`src/rtl/csvrp_pkg.sv`:
```
// Shared types and constants of the CSV record parser.
package csvrp_pkg;

  localparam logic [7:0] CH_LF = 8'h0A;
  localparam logic [7:0] CH_CR = 8'h0D;

  localparam logic [7:0] SEP_RESET   = 8'd44;
  localparam logic [7:0] QUOTE_RESET = 8'd34;

  // Register indexes on the configuration port
  localparam logic [7:0] REG_SEPARATOR = 8'd0;
  localparam logic [7:0] REG_QUOTE     = 8'd1;

  // Result kinds
  localparam logic [2:0] KIND_BYTE      = 3'd0;
  localparam logic [2:0] KIND_FIELD     = 3'd1;
  localparam logic [2:0] KIND_FIELD_REC = 3'd2;
  localparam logic [2:0] KIND_DISCARD   = 3'd4;

  // Queue between front and back
  localparam int QDEPTH = 4;
  localparam int QPTR_W = $clog2(QDEPTH);
  localparam int QCNT_W = $clog2(QDEPTH + 1);

  typedef enum logic [5:0] {
    MODE_REC_START   = 6'b000001,
    MODE_FIELD_START = 6'b000010,
    MODE_UNQUOTED    = 6'b000100,
    MODE_QUOTED      = 6'b001000,
    MODE_QUOTE_SEEN  = 6'b010000,
    MODE_SKIP_LF     = 6'b100000
  } mode_t;

  // One request: the results caused by one input byte (one or two).
  // A second result is always a content byte.
  typedef struct packed {
    logic [2:0] kind0;
    logic [7:0] byte0;
    logic       two;
    logic [7:0] byte1;
  } req_t;

endpackage

```
`src/rtl/csv_record_parser_top.sv`:
```
// Top level of the streaming CSV record parser.
// The first result of a byte passes through the request queue and then the output register.
// Throughput: one byte per cycle; a stray quote gives two results, so the output register
//   drains one result per cycle unless stalled and the 4-entry request queue absorbs it.
// Input stalls only while the request queue is full.
// Reset (rst_n low, synchronous): record start, empty queue, separator ',' quote '"'.
module csv_record_parser_top import csvrp_pkg::*; (
  input  logic       clk,
  input  logic       rst_n,
  // input byte channel
  input  logic       in_valid,
  output logic       in_stall,
  input  logic [7:0] in_byte,
  input  logic       in_end_of_input,
  // result channel
  output logic       out_valid,
  input  logic       out_stall,
  output logic [2:0] out_kind,
  output logic [7:0] out_byte,
  output logic       out_last,
  // configuration writes
  input  logic       cfg_valid,
  output logic       cfg_ready,
  input  logic [7:0] cfg_index,
  input  logic [7:0] cfg_data
);

  logic [7:0] sep_r;
  logic [7:0] quote_r;
  logic       accept;
  logic       push;
  req_t       push_req;
  logic       full;
  logic       pop;
  logic       nonempty;
  req_t       head_req;

  // Configuration registers: always ready; writes to unknown indexes are dropped.
  assign cfg_ready = 1'b1;

  always_ff @(posedge clk) begin
    if (!rst_n) begin
      sep_r   <= SEP_RESET;
      quote_r <= QUOTE_RESET;
    end else if (cfg_valid && cfg_ready) begin
      if (cfg_index == REG_SEPARATOR) begin
        sep_r <= cfg_data;
      end
      if (cfg_index == REG_QUOTE) begin
        quote_r <= cfg_data;
      end
    end
  end

  // Hold the input while the queue has no room for a request.
  assign in_stall = full;
  assign accept   = in_valid && !full;

  // Front: classify each byte and advance the quote state machine.
  csvrp_front u_front (
    .clk             (clk),
    .rst_n           (rst_n),
    .accept          (accept),
    .in_byte         (in_byte),
    .in_end_of_input (in_end_of_input),
    .sep_char        (sep_r),
    .quote_char      (quote_r),
    .push            (push),
    .push_req        (push_req)
  );

  // Queue: one request per byte that produces results.
  csvrp_fifo u_fifo (
    .clk      (clk),
    .rst_n    (rst_n),
    .push     (push),
    .push_req (push_req),
    .full     (full),
    .pop      (pop),
    .nonempty (nonempty),
    .head_req (head_req)
  );

  // Back: expand each request into its results and mark the last one.
  csvrp_back u_back (
    .clk       (clk),
    .rst_n     (rst_n),
    .nonempty  (nonempty),
    .head_req  (head_req),
    .pop       (pop),
    .out_valid (out_valid),
    .out_stall (out_stall),
    .out_kind  (out_kind),
    .out_byte  (out_byte),
    .out_last  (out_last)
  );

endmodule

```
`src/rtl/csvrp_fifo.sv`:
```
// Short request queue that decouples the parse front from the result back.
module csvrp_fifo import csvrp_pkg::*; (
  input  logic clk,
  input  logic rst_n,
  input  logic push,
  input  req_t push_req,
  output logic full,
  input  logic pop,
  output logic nonempty,
  output req_t head_req
);

  req_t              mem_r [QDEPTH];
  logic [QPTR_W-1:0] wr_ptr_r, wr_ptr_nxt;
  logic [QPTR_W-1:0] rd_ptr_r, rd_ptr_nxt;
  logic [QCNT_W-1:0] count_r, count_nxt;
  logic              do_push, do_pop;

  assign full     = (count_r == QCNT_W'(QDEPTH));
  assign nonempty = (count_r != '0);
  assign head_req = mem_r[rd_ptr_r];
  assign do_push  = push && !full;
  assign do_pop   = pop && nonempty;

  always_comb begin
    wr_ptr_nxt = do_push ? wr_ptr_r + 1'b1 : wr_ptr_r;
    rd_ptr_nxt = do_pop ? rd_ptr_r + 1'b1 : rd_ptr_r;
    count_nxt  = count_r;
    if (do_push && !do_pop) begin
      count_nxt = count_r + 1'b1;
    end else if (do_pop && !do_push) begin
      count_nxt = count_r - 1'b1;
    end
  end

  always_ff @(posedge clk) begin
    if (!rst_n) begin
      wr_ptr_r <= '0;
      rd_ptr_r <= '0;
      count_r  <= '0;
    end else begin
      wr_ptr_r <= wr_ptr_nxt;
      rd_ptr_r <= rd_ptr_nxt;
      count_r  <= count_nxt;
    end
  end

  always_ff @(posedge clk) begin
    if (do_push) begin
      mem_r[wr_ptr_r] <= push_req;
    end
  end

endmodule

```
`src/rtl/csvrp_front.sv`:
```
// Parse front: accepts input bytes, runs the quote state machine, forms requests.
module csvrp_front import csvrp_pkg::*; (
  input  logic       clk,
  input  logic       rst_n,
  input  logic       accept,
  input  logic [7:0] in_byte,
  input  logic       in_end_of_input,
  input  logic [7:0] sep_char,
  input  logic [7:0] quote_char,
  output logic       push,
  output req_t       push_req
);

  mode_t mode_r, mode_nxt;
  logic  is_sep, is_lf, is_cr, is_quote;
  logic  emit;

  assign is_sep   = (in_byte == sep_char);
  assign is_lf    = (in_byte == CH_LF);
  assign is_cr    = (in_byte == CH_CR);
  assign is_quote = (in_byte == quote_char);

  always_comb begin
    mode_nxt       = mode_r;
    emit           = 1'b0;
    push_req.kind0 = KIND_BYTE;
    push_req.byte0 = '0;
    push_req.two   = 1'b0;
    push_req.byte1 = in_byte;
    if (in_end_of_input) begin
      mode_nxt = MODE_REC_START;
      case (mode_r)
        MODE_FIELD_START, MODE_UNQUOTED, MODE_QUOTE_SEEN: begin
          emit           = 1'b1;
          push_req.kind0 = KIND_FIELD_REC;
        end
        MODE_QUOTED: begin
          emit           = 1'b1;
          push_req.kind0 = KIND_DISCARD;
        end
        default: begin
        end
      endcase
    end else begin
      case (mode_r)
        MODE_UNQUOTED, MODE_QUOTE_SEEN: begin
          if (is_sep) begin
            emit           = 1'b1;
            push_req.kind0 = KIND_FIELD;
            mode_nxt       = MODE_FIELD_START;
          end else if (is_lf) begin
            emit           = 1'b1;
            push_req.kind0 = KIND_FIELD_REC;
            mode_nxt       = MODE_REC_START;
          end else if (is_cr) begin
            emit           = 1'b1;
            push_req.kind0 = KIND_FIELD_REC;
            mode_nxt       = MODE_SKIP_LF;
          end else if (mode_r == MODE_UNQUOTED) begin
            emit           = 1'b1;
            push_req.byte0 = in_byte;
          end else if (is_quote) begin
            // doubled quote: one quote byte
            emit           = 1'b1;
            push_req.byte0 = in_byte;
            mode_nxt       = MODE_QUOTED;
          end else begin
            // stray quote: keep it with the byte that follows
            emit           = 1'b1;
            push_req.byte0 = quote_char;
            push_req.two   = 1'b1;
            mode_nxt       = MODE_QUOTED;
          end
        end
        MODE_QUOTED: begin
          if (is_quote) begin
            mode_nxt = MODE_QUOTE_SEEN;
          end else begin
            emit           = 1'b1;
            push_req.byte0 = in_byte;
          end
        end
        MODE_SKIP_LF: begin
          if (is_lf) begin
            mode_nxt = MODE_REC_START;
          end
        end
        default: begin
          // start of a field
          if (is_sep) begin
            emit           = 1'b1;
            push_req.kind0 = KIND_FIELD;
            mode_nxt       = MODE_FIELD_START;
          end else if (is_lf) begin
            emit           = 1'b1;
            push_req.kind0 = KIND_FIELD_REC;
            mode_nxt       = MODE_REC_START;
          end else if (is_cr) begin
            emit           = 1'b1;
            push_req.kind0 = KIND_FIELD_REC;
            mode_nxt       = MODE_SKIP_LF;
          end else if (is_quote) begin
            mode_nxt = MODE_QUOTED;
          end else begin
            emit           = 1'b1;
            push_req.byte0 = in_byte;
            mode_nxt       = MODE_UNQUOTED;
          end
        end
      endcase
    end
  end

  assign push = accept && emit;

  always_ff @(posedge clk) begin
    if (!rst_n) begin
      mode_r <= MODE_REC_START;
    end else if (accept) begin
      mode_r <= mode_nxt;
    end
  end

endmodule

```
`src/rtl/csvrp_back.sv`:
```
// Result back: drains queued requests into the output register, one result a cycle while not stalled.
module csvrp_back import csvrp_pkg::*; (
  input  logic       clk,
  input  logic       rst_n,
  input  logic       nonempty,
  input  req_t       head_req,
  output logic       pop,
  output logic       out_valid,
  input  logic       out_stall,
  output logic [2:0] out_kind,
  output logic [7:0] out_byte,
  output logic       out_last
);

  logic       valid_r, valid_nxt;
  logic       second_r, second_nxt;
  logic [2:0] kind_r, kind_nxt;
  logic [7:0] byte_r, byte_nxt;
  logic       last_r, last_nxt;
  logic       load;

  assign load = !valid_r || !out_stall;

  always_comb begin
    valid_nxt  = valid_r;
    second_nxt = second_r;
    kind_nxt   = kind_r;
    byte_nxt   = byte_r;
    last_nxt   = last_r;
    pop        = 1'b0;
    if (load) begin
      valid_nxt = nonempty;
      if (nonempty) begin
        if (!second_r) begin
          kind_nxt = head_req.kind0;
          byte_nxt = head_req.byte0;
          last_nxt = !head_req.two;
          if (head_req.two) begin
            second_nxt = 1'b1;
          end else begin
            pop = 1'b1;
          end
        end else begin
          kind_nxt   = KIND_BYTE;
          byte_nxt   = head_req.byte1;
          last_nxt   = 1'b1;
          second_nxt = 1'b0;
          pop        = 1'b1;
        end
      end
    end
  end

  always_ff @(posedge clk) begin
    if (!rst_n) begin
      valid_r  <= 1'b0;
      second_r <= 1'b0;
    end else begin
      valid_r  <= valid_nxt;
      second_r <= second_nxt;
    end
  end

  always_ff @(posedge clk) begin
    kind_r <= kind_nxt;
    byte_r <= byte_nxt;
    last_r <= last_nxt;
  end

  assign out_valid = valid_r;
  assign out_kind  = kind_r;
  assign out_byte  = byte_r;
  assign out_last  = last_r;

endmodule

```
`config.mk`:
```
export PLATFORM = sky130hd
export DESIGN_NAME = csv_record_parser_top
export DESIGN_NICKNAME = d
export VERILOG_FILES = /design/src/rtl/csvrp_pkg.sv /design/src/rtl/csv_record_parser_top.sv /design/src/rtl/csvrp_fifo.sv /design/src/rtl/csvrp_front.sv /design/src/rtl/csvrp_back.sv
export SDC_FILE = /design/constraint.sdc
export NUM_CORES = 1
export LEC_CHECK = 0
export ABC_AREA = 0
export BUFFER_PORTS_ARGS = -buffer_cell sky130_fd_sc_hd__clkbuf_2
export CORE_AREA = 2 2 150 152
export DETAILED_ROUTE_END_ITERATION = 8
export DIE_AREA = 0 0 152 154
export SLEW_MARGIN = 20
export SYNTH_ARGS = -nofsm -noshare
export SYNTH_HDL_FRONTEND = slang
export SYNTH_SLANG_ARGS = --single-unit
```
`constraint.sdc`:
```
create_clock -name clk -period 3.9 [get_ports clk]
set_input_delay 0.78 -clock clk [delete_from_list [all_inputs] [get_ports clk]]
set_output_delay 0.78 -clock clk [all_outputs]
set_load 0.005 [all_outputs]
```
==> impl_results.md <==
- Worst slew pin tran: around 1 ns
- Overall routing resource usage: 0.108
- # clock sinks: between 100 and 150
- Critical path class: flop to flop
- Hold buffer count at cts: 0
- Vias in the first global route: between 3000 and 4000
- Total grt overflow: 0
- FF+latch count, synth: 125
- CTS max path bufs: 2
- Vias per inst: ~4.5
- Worst EP required: between 4 and 5 ns
- GP Congestion: slightly below 0.9
- Per-cell routed wire length: about 17 um
- Post-CTS sizing: 0
- # DRC: 0
- Post-Place Worst Slack: around 0.16 ns
- Die H: 154 um
- Min cycle time layout: 3.33 ns
- Most frequent cells in the layout: edfxtp_1, clkbuf_2, dfxtp_1
- Via count: ~3100
- Pwr/cell area: 588 nW/um^2
- Period utilization: 0.854
- Pre-Repair DR Iteration Count: 4
- Io pins: 45
- Slowest stage delay, CP: approximately 0.57 ns
- CP top delay family: simple AND/OR/NAND/NOR gates
- Clock Power Share: 0.360
- Largest net degree at the start of global routing: 40
- Die width: between 150 and 200 um
- Global-route wire length before repair: between 15000 and 20000 um
- Cell Int Power: 0.00283 W
- P_leak: about 2.3 nW
- Area grow syn2layout: 20.3%
- Max Slew Vio Count: 0
- Fillers: 2171
- Setup WS post-layout: 0.569 ns
- Fin. Hold Viols: 0
- # H-tree levels: 4
- Relative slew slack: 0.309
- Initial antenna violation count: 0
- Netlist cell types: between 50 and 60
- Max IR drop VDD: ~0.00023 V
- Finished Core Util: 0.298
- Worst-path cell chain: or4_4 > a21oi_4 > nor2_2 > nor4b_2 > a311oi_4 > ha_1 > inv_1 > fa_1 > xor2_1 > or3_1 > a21boi_0
- Leading cell type in the layout, fill and taps excluded: edfxtp_1
- Core ar.: approximately 22000 sq um
- 1st-iter DRT viols: 170
- Worst-Skew Late Latency: approximately 0.42 ns
- TritonCTS clock tree: yes
- Post-Syn Nets: ~390
- Async S/R FF share, synth: 0
- Synth warn: 0
- CTS root buf: clkbuf_16
- Row Count: between 50 and 60
- Combinational power share: 0.195
- Switching share of power: 0.255
- Part of the Yosys area used for sequential elements: 0.636
- Final Setup Violations: 0
- Cell Area, Synth: about 5400 sq um
- Slowest-stage cell, CP: or4_4
- Final wirelength: between 10000 and 15000 um
- Sw power: about 0.00097 W
- Layout cell share with drive strength beyond 1: 0.278
- Final #Nets: approximately 440
- Final setup TNS: 0 ns
- Final ANT Viol Nets: 0
- Crit path max fanout: 7
- Crit path DAT: between 3 and 4 ns
- Max_cap viols: 0
- Outcome: finished clean
- Port Buffers: 43
- Post-CTS setup repair buffer count: 0
- Clock Pin Slew Worst Setup and Hold Paths: ~0.050 ns
- Skew final: between 0.009 and 0.01 ns
- Cell count after synthesis: ~350
- Total CTS buffers: 17
- Initial Util: 0.248
- CP endpoint kind: flop
- Sum of buffers and inverters on the critical path: 1
- Detailed Place HPWL: approximately 7800 um
- HP Class: flop to flop
- Antenna Cells: 0
- Post-synth EDFFs: ~90
- Crit start category: flop
- Main synth FF type: edfxtp_1
- Fmax: about 0.3 GHz
- Die ar.: approximately 23000 sq um
- RSZ-0062 raised after global routing: false
- Syn_area_per_cell: ~15 sq um
- Sequential Power Share: 0.445
-- final timing paths --
check	start	end	slack [ns]	cells after the start
max	u_front.mode_r[1]	u_fifo.count_r[2]	0.57	11
min	sep_r[2]	sep_r[2]	0.49	2
max reg2reg	u_front.mode_r[1]	u_fifo.count_r[2]	0.57	11
min reg2reg	sep_r[2]	sep_r[2]	0.49	2
-- synthesized netlist by cell type, drive strengths merged, types with 4 or more instances --
| master | count | area, sq um |
|---|---|---|
| a21oi | 4 | 31.3 |
| a22o | 8 | 70.1 |
| and2 | 9 | 56.3 |
| buf | 6 | 47.5 |
| clkbuf | 6 | 22.5 |
| dfxtp | 33 | 661 |
| edfxtp | 92 | 2760 |
| ha | 5 | 62.6 |
| inv | 5 | 18.8 |
| mux2 | 8 | 90.1 |
| mux2i | 22 | 220 |
| mux4 | 20 | 450 |
| nand2 | 21 | 78.8 |
| nand3 | 5 | 25.0 |
| nand4 | 4 | 25.0 |
| nor2 | 11 | 43.8 |
| nor2b | 16 | 100 |
| nor3 | 4 | 20.0 |
| nor4 | 5 | 31.3 |
| o21ai | 7 | 35.0 |
| xnor2 | 11 | 96.3 |
| xor2 | 11 | 96.3 |
-- final cells by class --
| class | count | area, sq um | share of cell area |
|---|---|---|---|
| multi-input cells | 207 | 1870 | 0.289 |
| repair buffers | 52 | 290 | 0.0449 |
| well taps | 280 | 350 | 0.0541 |
| clock buffers | 29 | 500 | 0.0773 |
| clock inverters | 3 | 15.0 | 0.00232 |
| flip-flops and latches | 125 | 3420 | 0.529 |
| inverters | 5 | 18.8 | 0.00290 |
-- stage by stage --
step           instances  total power (W)  cell area (sq um)  hold slack [ns]
2_1_floorplan        349          0.00219               5380            0.463
3_3_place_gp         668          0.00246               5940            0.479
3_5_place_dp         669          0.00248               5950            0.481
4_1_cts              701          0.00387               6470            0.496
5_1_grt              701          0.00400               6470            0.515
6_report             701          0.00380               6470            0.493
-- worst register-to-register path, delay by kind of cell, from the launching register on --
kind                     cells  cell delay, ns
flip-flops                   1            0.35
AO/OA/AOI/OAI                3            0.82
adder cells (fa/ha/maj)      2            0.70
AND/OR/NAND/NOR              4            1.14
buffers and inverters        1            0.07
XOR/XNOR                     1            0.17
-- layer usage --
metal / vias to the layer above / track usage / wire length, um
met3: 12 / 0.0389 / 585
met5: - / 0 / 0
li1: 1460 / - / -
met2: 70 / 0.175 / 5870
met1: 1594 / 0.130 / 5250
met4: 0 / 0.0458 / 207
-- flip-flops by register name, summed over array words and instances (netlist names), named ones only --
register	flops
u_back.out_byte	8
u_back.out_valid	1
u_fifo.wr_ptr_r	2
u_back.second_r	1
u_fifo.count_r	3
u_fifo.mem_r	80
u_back.out_last	1
u_back.out_kind	3
u_front.mode_r	6
quote_r	8
sep_r	8
u_fifo.rd_ptr_r	2
-- power groups by stage --
stage / clock (W) / sequential (W) / combinational [W]
after floorplan: 0 / 0.00170 / 0.000493
after global placement: 0 / 0.00172 / 0.000741
after detailed placement: 0 / 0.00172 / 0.000758
after CTS: 0.00141 / 0.00170 / 0.000766
after global routing: 0.00146 / 0.00171 / 0.000831
final: 0.00137 / 0.00169 / 0.000743
-- cells by family (layout without fill, tap and decap cells) --
logic type	count (synthesis)	after routing	synth area share
adder cells (fa/ha/maj)	6	6	0.0153
AO/OA/AOI/OAI	36	36	0.0563
multiplexers	50	50	0.141
XOR/XNOR	22	22	0.0358
buffers and inverters	17	89	0.0165
other	1	1	0.000697
AND/OR/NAND/NOR	92	92	0.0977
flip-flops	125	125	0.636
Power figures use the tool's default switching activity.
